## config.mk

```make
export PLATFORM = sky130hd
export DESIGN_NAME = tcp_reassembly_interval_tracker_core
export DESIGN_NICKNAME = d
export VERILOG_FILES = /design/src/tcpr_pkg.sv /design/src/tcpr_ctrl.sv /design/src/tcpr_dp.sv /design/src/tcp_reassembly_interval_tracker_core.sv
export SDC_FILE = /design/constraint.sdc
export NUM_CORES = 2
export LEC_CHECK = 0
export BUFFER_PORTS_ARGS = -buffer_cell sky130_fd_sc_hd__buf_2
export CORE_MARGIN = 2
export CORE_UTILIZATION = 55
export CTS_BUF_LIST = sky130_fd_sc_hd__clkbuf_4 sky130_fd_sc_hd__clkbuf_8
export CTS_CLUSTER_DIAMETER = 120
export CTS_CLUSTER_SIZE = 20
export DETAILED_ROUTE_END_ITERATION = 6
export PLACE_DENSITY = 0.8
export SLEW_MARGIN = 20
export SYNTH_ARGS = -nofsm -noshare
export SYNTH_HDL_FRONTEND = slang
export SYNTH_HIERARCHICAL = 1
export SYNTH_SLANG_ARGS = --single-unit
```

## constraint.sdc

```tcl
create_clock -name clk_i -period 9.36 [get_ports clk_i]
set_input_delay 0.468 -clock clk_i [delete_from_list [all_inputs] [get_ports clk_i]]
set_output_delay 0.468 -clock clk_i [all_outputs]
set_load 0.01 [all_outputs]
```

## src/tcpr_pkg.sv

```systemverilog
package tcpr_pkg;

  localparam int unsigned MaxIntervalsDef = 8;
  localparam int unsigned SeqW = 32;
  localparam int unsigned LenW = 17;
  localparam logic [LenW-1:0] BufferSizeRst = 17'd8192;
  localparam logic [SeqW-1:0] StartSeqRst = 32'd0;

  typedef enum logic [2:0] {
    StOk       = 3'd0,
    StZeroLen  = 3'd1,
    StStale    = 3'd2,
    StBeyond   = 3'd3,
    StFull     = 3'd4
  } status_e;

  localparam logic OpPut = 1'b0;
  localparam logic OpRemove = 1'b1;

  localparam logic RegBufferSize = 1'b0;
  localparam logic RegStartSeq = 1'b1;

  typedef struct packed {
    logic load;
    logic eval;
    logic scan;
    logic walk;
    logic front;
  } cmd_t;

  typedef struct packed {
    logic put_ok;
    logic full;
    logic scan_last;
    logic hit_any;
    logic walk_done;
  } sts_t;

endpackage

```

## src/tcpr_ctrl.sv

```systemverilog
module tcpr_ctrl (
  input  logic          clk_i,
  input  logic          rst_ni,
  input  logic          start_i,
  input  tcpr_pkg::sts_t sts_i,
  output tcpr_pkg::cmd_t cmd_o,
  output logic          busy_o,
  output logic          result_valid_o
);

  typedef enum logic [5:0] {
    SIdle  = 6'b000001,
    SEval  = 6'b000010,
    SScan  = 6'b000100,
    SWalk  = 6'b001000,
    SFront = 6'b010000,
    SResp  = 6'b100000
  } state_e;

  state_e state_q, state_d;

  always_ff @(posedge clk_i or negedge rst_ni) begin
    if (!rst_ni) begin
      state_q <= SIdle;
    end else begin
      state_q <= state_d;
    end
  end

  always_comb begin
    state_d = state_q;
    cmd_o   = '0;
    unique case (state_q)
      SIdle: begin
        if (start_i) begin
          cmd_o.load = 1'b1;
          state_d    = SEval;
        end
      end
      SEval: begin
        cmd_o.eval = 1'b1;
        if (sts_i.put_ok) begin
          state_d = sts_i.full ? SScan : SWalk;
        end else begin
          state_d = SResp;
        end
      end
      SScan: begin
        cmd_o.scan = 1'b1;
        if (sts_i.scan_last) begin
          state_d = sts_i.hit_any ? SWalk : SResp;
        end
      end
      SWalk: begin
        cmd_o.walk = 1'b1;
        if (sts_i.walk_done) begin
          state_d = SFront;
        end
      end
      SFront: begin
        cmd_o.front = 1'b1;
        state_d     = SResp;
      end
      SResp: begin
        state_d = SIdle;
      end
      default: begin
        state_d = SIdle;
      end
    endcase
  end

  assign busy_o         = (state_q != SIdle);
  assign result_valid_o = (state_q == SResp);

endmodule

```

## src/tcpr_dp.sv

```systemverilog
module tcpr_dp #(
  parameter int unsigned MaxIntervals = tcpr_pkg::MaxIntervalsDef,
  localparam int unsigned CntW = $clog2(MaxIntervals + 1)
) (
  input  logic                      clk_i,
  input  logic                      rst_ni,
  input  tcpr_pkg::cmd_t            cmd_i,
  output tcpr_pkg::sts_t            sts_o,
  input  logic                      opcode_i,
  input  logic [31:0]               seg_seq_i,
  input  logic [16:0]               seg_length_i,
  input  logic                      cfg_we_i,
  input  logic                      cfg_index_i,
  input  logic [31:0]               cfg_data_i,
  output logic [2:0]                status_o,
  output logic [16:0]               taken_len_o,
  output logic [16:0]               ready_len_o,
  output logic [31:0]               next_seq_o,
  output logic [31:0]               total_ready_o,
  output logic [CntW-1:0]           interval_count_o
);

  localparam int unsigned IdxW = $clog2(MaxIntervals);
  localparam logic [CntW-1:0] MaxCnt = CntW'(MaxIntervals);

  logic [31:0] start_q [MaxIntervals];
  logic [16:0] len_q   [MaxIntervals];
  logic [31:0] start_d [MaxIntervals];
  logic [16:0] len_d   [MaxIntervals];
  logic [CntW-1:0] cnt_q, cnt_d, rem_q, rem_d;
  logic [31:0] exp_q, exp_d, cum_q, cum_d, seq_q;
  logic [16:0] ino_q, ino_d, buf_q, slen_q, taken_q, taken_d;
  logic        op_q, placed_q, placed_d, hit_q, hit_d;
  logic [2:0]  status_q, status_d;
  logic [32:0] ns_q, ns_d, ne_q, ne_d;

  logic [31:0] s_off;
  logic [32:0] e_off, head_o, head_end, span_len;
  logic        stale, beyond, zero, head_hit, rem_nz;
  logic        pop, push, trim;
  logic [31:0] push_start;
  logic [16:0] push_len, rm_n;
  logic [CntW-1:0] push_pos;

  assign s_off      = seq_q - exp_q;
  assign e_off      = {1'b0, s_off} + {16'b0, slen_q};
  assign stale      = s_off[31];
  assign beyond     = e_off > {16'b0, buf_q};
  assign zero       = (slen_q == '0);
  assign head_o     = {1'b0, start_q[0] - exp_q};
  assign head_end   = head_o + {16'b0, len_q[0]};
  assign head_hit   = (head_end >= {1'b0, s_off}) && (head_o <= e_off);
  assign rem_nz     = (rem_q != '0);
  assign span_len   = ne_q - ns_q;
  assign rm_n       = (slen_q < ino_q) ? slen_q : ino_q;

  assign sts_o.put_ok    = (op_q == tcpr_pkg::OpPut) && !zero && !stale && !beyond;
  assign sts_o.full      = (cnt_q == MaxCnt);
  assign sts_o.scan_last = (rem_q == CntW'(1));
  assign sts_o.hit_any   = hit_q || head_hit;
  assign sts_o.walk_done = !rem_nz && placed_q;

  // Per command: set status and counters, and pop the head slot, append at the tail, or trim the head.
  always_comb begin
    pop        = 1'b0;
    push       = 1'b0;
    trim       = 1'b0;
    push_start = start_q[0];
    push_len   = len_q[0];
    ns_d       = ns_q;
    ne_d       = ne_q;
    placed_d   = placed_q;
    hit_d      = hit_q;
    rem_d      = rem_q;
    status_d   = status_q;
    taken_d    = taken_q;
    exp_d      = exp_q;
    ino_d      = ino_q;
    cum_d      = cum_q;
    if (cmd_i.eval) begin
      ns_d     = {1'b0, s_off};
      ne_d     = e_off;
      placed_d = 1'b0;
      hit_d    = 1'b0;
      rem_d    = cnt_q;
      taken_d  = '0;
      status_d = tcpr_pkg::StOk;
      if (zero) begin
        status_d = tcpr_pkg::StZeroLen;
      end else if (op_q == tcpr_pkg::OpRemove) begin
        if (rm_n != '0 && cnt_q != '0) begin
          exp_d   = exp_q + {15'b0, rm_n};
          ino_d   = ino_q - rm_n;
          taken_d = rm_n;
          if (rm_n >= len_q[0]) begin
            pop = 1'b1;
          end else begin
            trim = 1'b1;
          end
        end
      end else if (stale) begin
        status_d = tcpr_pkg::StStale;
      end else if (beyond) begin
        status_d = tcpr_pkg::StBeyond;
      end else begin
        taken_d = slen_q;
      end
    end
    if (cmd_i.scan) begin
      // Rotate the table once around, noting any overlap.
      pop   = 1'b1;
      push  = 1'b1;
      hit_d = hit_q || head_hit;
      rem_d = rem_q - CntW'(1);
      if (rem_q == CntW'(1)) begin
        rem_d = cnt_q;
        if (!(hit_q || head_hit)) begin
          status_d = tcpr_pkg::StFull;
          taken_d  = '0;
        end
      end
    end
    if (cmd_i.walk) begin
      if (rem_nz && placed_q) begin
        pop   = 1'b1;
        push  = 1'b1;
        rem_d = rem_q - CntW'(1);
      end else if (rem_nz && head_end < {1'b0, s_off}) begin
        pop   = 1'b1;
        push  = 1'b1;
        rem_d = rem_q - CntW'(1);
      end else if (rem_nz && head_o <= e_off) begin
        pop   = 1'b1;
        rem_d = rem_q - CntW'(1);
        if (head_o < ns_q) ns_d = head_o;
        if (head_end > ne_q) ne_d = head_end;
      end else if (!placed_q) begin
        push       = 1'b1;
        push_start = exp_q + ns_q[31:0];
        push_len   = span_len[16:0];
        placed_d   = 1'b1;
      end
    end
    if (cmd_i.front) begin
      if (cnt_q != '0 && start_q[0] == exp_q) begin
        cum_d = cum_q + {15'b0, len_q[0]} - {15'b0, ino_q};
        ino_d = len_q[0];
      end
    end
  end

  assign push_pos = cnt_q - CntW'(pop);
  assign cnt_d    = cnt_q - CntW'(pop) + CntW'(push);

  always_comb begin
    for (int k = 0; k < MaxIntervals; k++) begin
      start_d[k] = start_q[k];
      len_d[k]   = len_q[k];
      if (pop && k < MaxIntervals - 1) begin
        start_d[k] = start_q[k+1];
        len_d[k]   = len_q[k+1];
      end
      if (push && push_pos[IdxW-1:0] == IdxW'(k)) begin
        start_d[k] = push_start;
        len_d[k]   = push_len;
      end
    end
    if (trim) begin
      start_d[0] = start_q[0] + {15'b0, rm_n};
      len_d[0]   = len_q[0] - rm_n;
    end
  end

  always_ff @(posedge clk_i) begin
    for (int k = 0; k < MaxIntervals; k++) begin
      start_q[k] <= start_d[k];
      len_q[k]   <= len_d[k];
    end
    if (cmd_i.load) begin
      op_q   <= opcode_i;
      seq_q  <= seg_seq_i;
      slen_q <= seg_length_i;
    end
    ns_q     <= ns_d;
    ne_q     <= ne_d;
    placed_q <= placed_d;
    hit_q    <= hit_d;
    status_q <= status_d;
    taken_q  <= taken_d;
  end

  always_ff @(posedge clk_i or negedge rst_ni) begin
    if (!rst_ni) begin
      cnt_q <= '0;
      rem_q <= '0;
      exp_q <= tcpr_pkg::StartSeqRst;
      ino_q <= '0;
      cum_q <= '0;
      buf_q <= tcpr_pkg::BufferSizeRst;
    end else if (cfg_we_i) begin
      if (cfg_index_i == tcpr_pkg::RegBufferSize) begin
        buf_q <= cfg_data_i[16:0];
      end else begin
        cnt_q <= '0;
        exp_q <= cfg_data_i;
        ino_q <= '0;
        cum_q <= '0;
      end
    end else begin
      cnt_q <= cnt_d;
      rem_q <= rem_d;
      exp_q <= exp_d;
      ino_q <= ino_d;
      cum_q <= cum_d;
    end
  end

  assign status_o         = status_q;
  assign taken_len_o      = taken_q;
  assign ready_len_o      = ino_q;
  assign next_seq_o       = exp_q;
  assign total_ready_o    = cum_q;
  assign interval_count_o = cnt_q;

endmodule

```

## src/tcp_reassembly_interval_tracker_core.sv

```systemverilog
// Channel   Direction  Handshake                     Payload
// command   in         start_i, busy_o               opcode_i, seg_seq_i, seg_length_i
// result    out        result_valid_o (1-cycle)      status_o, taken_len_o, ready_len_o,
//                                                    next_seq_o, total_ready_o,
//                                                    interval_count_o
// config    in         cfg_valid_i, cfg_ready_o      cfg_index_i, cfg_data_i
//
// A transaction runs from the accept through evaluation to the result for a remove or a
// refused put. A put also walks the interval queue, rotating each interval held or merging
// it into the segment, then places the merged interval and updates the in-order front. A full
// table first scans the queue for an overlap; with none found the put ends there, else it walks.
// Reset clears the table, loads the default buffer size and start sequence.
// The result strobe lasts one cycle; the receiver cannot stall it.
module tcp_reassembly_interval_tracker_core #(
  parameter int unsigned MaxIntervals = tcpr_pkg::MaxIntervalsDef,
  localparam int unsigned CntW = $clog2(MaxIntervals + 1)
) (
  input  logic            clk_i,
  input  logic            rst_ni,
  input  logic            start_i,
  output logic            busy_o,
  input  logic            opcode_i,
  input  logic [31:0]     seg_seq_i,
  input  logic [16:0]     seg_length_i,
  output logic            result_valid_o,
  output logic [2:0]      status_o,
  output logic [16:0]     taken_len_o,
  output logic [16:0]     ready_len_o,
  output logic [31:0]     next_seq_o,
  output logic [31:0]     total_ready_o,
  output logic [CntW-1:0] interval_count_o,
  input  logic            cfg_valid_i,
  output logic            cfg_ready_o,
  input  logic            cfg_index_i,
  input  logic [31:0]     cfg_data_i
);

  tcpr_pkg::cmd_t cmd;
  tcpr_pkg::sts_t sts;

  // Take configuration only between transactions.
  assign cfg_ready_o = !busy_o;

  tcpr_ctrl u_ctrl (
    .clk_i          (clk_i),
    .rst_ni         (rst_ni),
    .start_i        (start_i),
    .sts_i          (sts),
    .cmd_o          (cmd),
    .busy_o         (busy_o),
    .result_valid_o (result_valid_o)
  );

  tcpr_dp #(
    .MaxIntervals (MaxIntervals)
  ) u_dp (
    .clk_i            (clk_i),
    .rst_ni           (rst_ni),
    .cmd_i            (cmd),
    .sts_o            (sts),
    .opcode_i         (opcode_i),
    .seg_seq_i        (seg_seq_i),
    .seg_length_i     (seg_length_i),
    .cfg_we_i         (cfg_valid_i && cfg_ready_o),
    .cfg_index_i      (cfg_index_i),
    .cfg_data_i       (cfg_data_i),
    .status_o         (status_o),
    .taken_len_o      (taken_len_o),
    .ready_len_o      (ready_len_o),
    .next_seq_o       (next_seq_o),
    .total_ready_o    (total_ready_o),
    .interval_count_o (interval_count_o)
  );

endmodule
```

# Word-level counts from Yosys, hierarchy flattened
# Memories as Yosys holds them, arrays and structs flattened.
# Index checks and enable logic that the tools add are counted.
word_totals:
  regBits: 250
  ramBits: 392
  mem_count: 2
op_classes:
  bitwise: 2
  n_reduce_logical: 40
  n_lt_le_gt_ge: 8
  n_eq_ne: 22
  n_addsub: 15
  muxes: 141
memory_table:
  columns: ["memory", "depth", "word_bits", "read_ports", "rd_ports_with_merged_regs", "wr", "line", "text"]
  rows:
  - ["u_dp.start_q", 8, 32, 8, 0, 8, "tcpr_dp.sv:26", "logic [31:0] start_q [MaxIntervals];"]
  - ["u_dp.len_q", 8, 17, 8, 0, 8, "tcpr_dp.sv:27", "logic [16:0] len_q [MaxIntervals];"]
op_table:
  columns: ["op", "count"]
  rows:
  - ["two-way mux 32 bit", 31]
  - ["two-way mux 17 bit", 39]
  - ["two-way mux 33 bit", 12]
  - ["adder 32 x 17 -> 32 bit", 3]
  - ["adder 32 x 17 -> 33 bit", 2]
  - ["subtractor 32 bit", 2]
  - ["subtractor 17 bit", 3]
  - ["two-way mux 4 bit", 10]
  - ["two-way mux 1 bit", 35]
  - ["greater-or-equal comparator 33 x 32 -> 1 bit", 1]
  - ["greater-than comparator 33 x 17 -> 1 bit", 1]
  - ["greater-than comparator 33 bit", 1]
  - ["less-or-equal comparator 32 x 33 -> 1 bit", 1]
  - ["< comparator 32 x 33 -> 1 bit", 1]
  - ["< comparator 33 x 32 -> 1 bit", 1]
  - ["adder 32 bit", 1]
  - ["== test 32 bit", 1]
  - ["subtractor 32 x 17 -> 32 bit", 1]
  - ["two-way mux 6 bit", 5]
  - ["case mux 6 bit (5 select lines)", 1]
  - ["two-way mux 3 bit", 7]
  - ["logical AND 1 bit", 19]
  - ["greater-or-equal comparator 17 bit", 1]
  - ["logical NOT 17 bit", 1]
  - ["other kinds (29)", 48]

# Depth between registers and ports, before layout
depth:
  depth_word: 18
  mapped_depth: 45

# By module
# The synthesis kept the hierarchy.
by_module_without_submodules:
  columns: ["module", "cells_per_inst", "instances", "area_each_um2", "seq_area_each_um2"]
  rows:
  - ["tcpr_dp", 4403, 1, 44611.5, 17698.2]
  - ["tcpr_ctrl", 50, 1, 429.2, 151.4]
  - ["tcp_reassembly_interval_tracker_core", 2, 1, 10.0, 0.0]

# Least setup slack after synthesis
# OpenSTA, ideal clock, no wires.
synth_path:
  path_type: "flip-flop to flip-flop"
  from: "register, netlist name u_dp/next_seq_o[1]"
  to: "memory u_dp.len_q[0][0] (enable)"
  period_less_slack_ps: 9630
  path_stages_with_launch: 41
  setup_ps: 817
  setup_slack_ps: -270
  arrival_time_ps: 8813
  cell_sequence: "dfrtp_1 inv_1 fa_1 a21o_1 a221oi_1 o211ai_1 a21oi_1 o21ai_0 a21oi_1 xnor2_1 ha_1 a21o_1 a21o_1 or3_1 o21ai_0 nor3_1 nand3_1 nor2_1 (+5 left out) nor2b_1 o21ai_0 nand2b_1 a21oi_1 o311ai_1 o31ai_1 o21ai_1 a21o_1 clkbuf_1 o211a_1 inv_1 ha_1 xnor2_1 nand2_1 o21ai_0 o211ai_2 clkbuf_1 nand4_1"
synth_lines:
  columns: ["item", "line"]
  rows:
  - ["end, declared", "tcpr_dp.sv:27"]

==> results.py <==
metrics = {
    "run_status": {
        "status": "finished, violations left",
        "violations": "DRC",
    },
    "synthesis": {
        "yosys-top-cells-area": "edfxtp_1 (30%), ha_1 (11%), mux2_2 (7.7%), dfrtp_1 (6.1%), dfxtp_1 (3.9%)",
        "syn_area_sq_um": 45100,
        "yosys.cell_types.count": 109,
        "synth_seq_cells": 642,
        "synth_flop_cell": "edfxtp_1",
        "yosys.area.top_type": "edfxtp_1",
        "syn_avg_cell_area_sq_um": 10.1,
        "synth.most_common_cell": "edfxtp_1",
        "ys_warn_count": 6,
        "synth_fp_nets": 4976,
        "postSynthCellCount": 4455,
        "synth_top_area_frac": 0.295,
        "async_reset_ff_frac": 0.174,
        "synth_common_cells": "edfxtp_1 (443), ha_1 (407), inv_1 (396)",
        "synth_edf_count": 443,
        "seq_area_frac_synth": 0.396,
    },
    "finish": {
        "layout-drive-gt1-share": 0.177,
        "design_area_sq_um": 49500,
        "synthToLayoutAreaGrowth_pct": 9.88,
        "final_net_count": 5229,
        "fillCellCount": 6555,
    },
    "pwr": {
        "combPwrFrac": 0.706,
        "power.internal_w": 0.00891,
        "power.density_nw_per_um2": 362,
        "seqPwrFrac": 0.211,
        "p_clk_frac": 0.083,
        "power_switching_share": 0.503,
        "netSwitchingPower_w": 0.00901,
        "irDropWorstVdd_mv": 0.222,
        "p_leak_nw": 20.9,
    },
    "critical_path": {
        "crit_type": "reg2reg",
        "critical_path.max_stage_delay_ps": 720,
        "critPathLaunchType": "flip-flop",
        "reg2reg_slack_ps": 280,
        "endpoint_kind": "flip-flop",
        "worstPathArrival_ps": 9510,
        "cp_max_fo": 36,
        "critPathRequiredTime_ps": 9790,
        "critPathSlowestCell": "or4b_2",
    },
    "sta": {
        "max-slew-margin-rel": 0.226,
        "period_share": 0.970,
        "finClkSkew_ps": 93.9,
        "slew_violations": 0,
        "hold_ws_ps": 50.2,
        "worstMarginPinSlew_ps": 1160,
        "setup_viol": 0,
        "min_period_ps": 9080,
        "finalHoldViolCount": 0,
        "max_freq_mhz": 110,
    },
    "placement": {
        "placed_cell_area_sq_um": 47800,
        "portBuffers": 194,
        "place_hpwl_um": 104000,
        "globalplace.congestion": 1.02,
    },
    "routing": {
        "wl_met3_um": 13600,
        "dr.pass1.iters": 7,
        "drtIter0Drc": 4546,
        "wl_met2_um": 56700,
        "highest_layer": "met5",
        "wl_um": 135000,
        "antenna_left": 0,
        "wire_per_inst_um": 23.3,
        "vias_per_cell": 6.26,
        "drc": 2,
        "vias": 36400,
        "drt-met1-wl_um": 58100,
    },
    "clocking": {
        "cts-root-buf": "clkbuf_8",
        "cts_buffers": 39,
        "cts_tree": "yes",
        "htree_levels": 2,
        "clkLatencyLatePin_ps": 740,
        "cts_buffer_depth": 3,
        "path_clk_slew_ps": 160,
        "cts.sinks": 642,
    },
    "floorplanning": {
        "fp.dieW_um": 290,
        "rows": 104,
        "core_area_sq_um": 80800,
        "die_y_um": 290,
        "io_pins": 195,
        "start_util": 0.558,
        "die_area_sq_um": 84200,
    },
    "grt": {
        "grt_pass1_wl_um": 203000,
        "grt_usage": 0.311,
        "antenna_found_initial": 5,
        "grt_pass1_vias": 34000,
        "grt_max_degree": 62,
        "grt-ovfl-total": 0,
    },
    "min_path": {
        "hp-class": "in2reg",
    },
    "flow_run": {
        "maxCapViolCount": 0,
    },
}
## stage by stage
step / power (W) / std cells / util / TNS, ps / setup WS, ps
finish: 0.0179 / 5805 / 0.613 / 0 / 284
global route: 0.0193 / 5801 / 0.612 / -787 / -43.1
CTS: 0.0174 / 5780 / 0.608 / -171 / -33.0
detailed placement: 0.0159 / 5658 / 0.591 / -11230 / -255
global placement: 0.0157 / 5658 / 0.591 / 0 / 56.0
floorplan: 0.0123 / 4455 / - / 0 / 30.1
## cell usage in the layout (no fill, tap or decap), types with 37 or more instances in the layout
cell / instances
edfxtp_1: 443
ha_1: 406
inv_1: 394
mux2_2: 309
a21oi_1: 286
nor2_1: 266
o21ai_0: 260
nand2_1: 241
buf_2: 193
xnor2_1: 145
a21o_1: 110
buf_4: 108
dfrtp_1: 108
dfxtp_1: 87
nand3_1: 86
and3_1: 77
xor2_1: 72
nor3_1: 70
mux2_1: 63
a211oi_1: 59
nor2b_1: 51
a211o_1: 51
nand4_1: 51
nand2b_1: 51
dlygate4sd3_1: 48
o21a_1: 48
clkbuf_8: 40
mux2i_1: 37
## layout make-up
class	instances	area [sq um]	share of cell area
Sequential cell	642	17900	0.361
Antenna cell	6	15.0	0.000303
Inverter	398	1490	0.0302
Timing Repair Buffer	366	2610	0.0526
Multi-Input combinational cell	3261	25400	0.513
Clock buffer	64	731	0.0148
Tap cell	1060	1330	0.0268
Clock inverter	8	78.8	0.00159
## worst max-delay path: cells and delay by family (launching register included)
family	cells	cell delay (ps)
flops	1	450
fa+ha+maj	5	2030
simple gates	6	1920
compound gates	16	3280
xor+xnor	2	350
buf+inv	5	720
## power by group through the flow
stage	Clock (W)	Sequential (W)	Combinational [W]
global route	0.00160	0.00379	0.0139
detailed placement	0	0.00381	0.0121
global placement	0	0.00381	0.0119
CTS	0.00150	0.00375	0.0122
finish	0.00149	0.00378	0.0127
floorplan	0	0.00367	0.00863
## registers in the layout, indices dropped and copies added (netlist names)
signal,flops
u_dp/start_q,256
u_dp/op_q,1
u_dp/ready_len_o,17
u_dp/ns_q,33
u_dp/seq_q,32
u_dp/slen_q,17
u_dp/taken_len_o,17
u_dp/ne_q,33
u_dp/interval_count_o,4
u_dp/status_o,3
u_dp/total_ready_o,32
u_dp/placed_q,1
u_dp/hit_q,1
u_dp/len_q,136
u_dp/rem_q,4
u_dp/next_seq_o,32
u_dp/buf_q,17
u_ctrl/state_q,6
## cells by family (layout without fill, tap and decap cells)
kind of cell	count (synthesis)	after routing	synth area share
other	0	6	0
AO/OA/AOI/OAI	1101	1101	0.159
AND/OR/NAND/NOR	1065	1067	0.118
adder cells (fa/ha/maj)	434	434	0.125
buffers and inverters	554	836	0.0480
multiplexers	432	432	0.108
XOR/XNOR	227	227	0.0446
flip-flops	642	642	0.396
## per-layer routing
layer / GRT usage / vias up
li1: - / 16900
met1: 0.450 / 17500
met2: 0.454 / 1730
met3: 0.0540 / 289
met4: 0.140 / 2
met5: 0 / -
## path summary, 6_finish.rpt
kind,startpoint,to,cells after the start
hold reg to reg,u_dp/status_o[1]$_DFF_P_,u_dp/status_o[1]$_DFF_P_,2
min in group asynchronous,rst_ni,u_dp/total_ready_o[29]$_DFFE_PN0P_,2
setup / recovery,u_dp/start_q[0][0]$_DFFE_PP_,u_dp/len_q[0][4]$_DFFE_PP_,34
setup reg to reg,u_dp/start_q[0][0]$_DFFE_PP_,u_dp/len_q[0][4]$_DFFE_PP_,34
max in group asynchronous,rst_ni,u_dp/next_seq_o[17]$_DFFE_PN0P_,4
hold / removal,seg_seq_i[9],u_dp/seq_q[9]$_DFFE_PP_,1
## timing repair
action,in CTS,in global routing
buffers inserted,0,18
resized for setup,4,37
hold buffers,48,0
endpoints found under the setup margin,358,752
pin swaps,1,7
cloned,2,0
endpoints found under the hold margin,57,0
(Power assumes the default switching activity.)
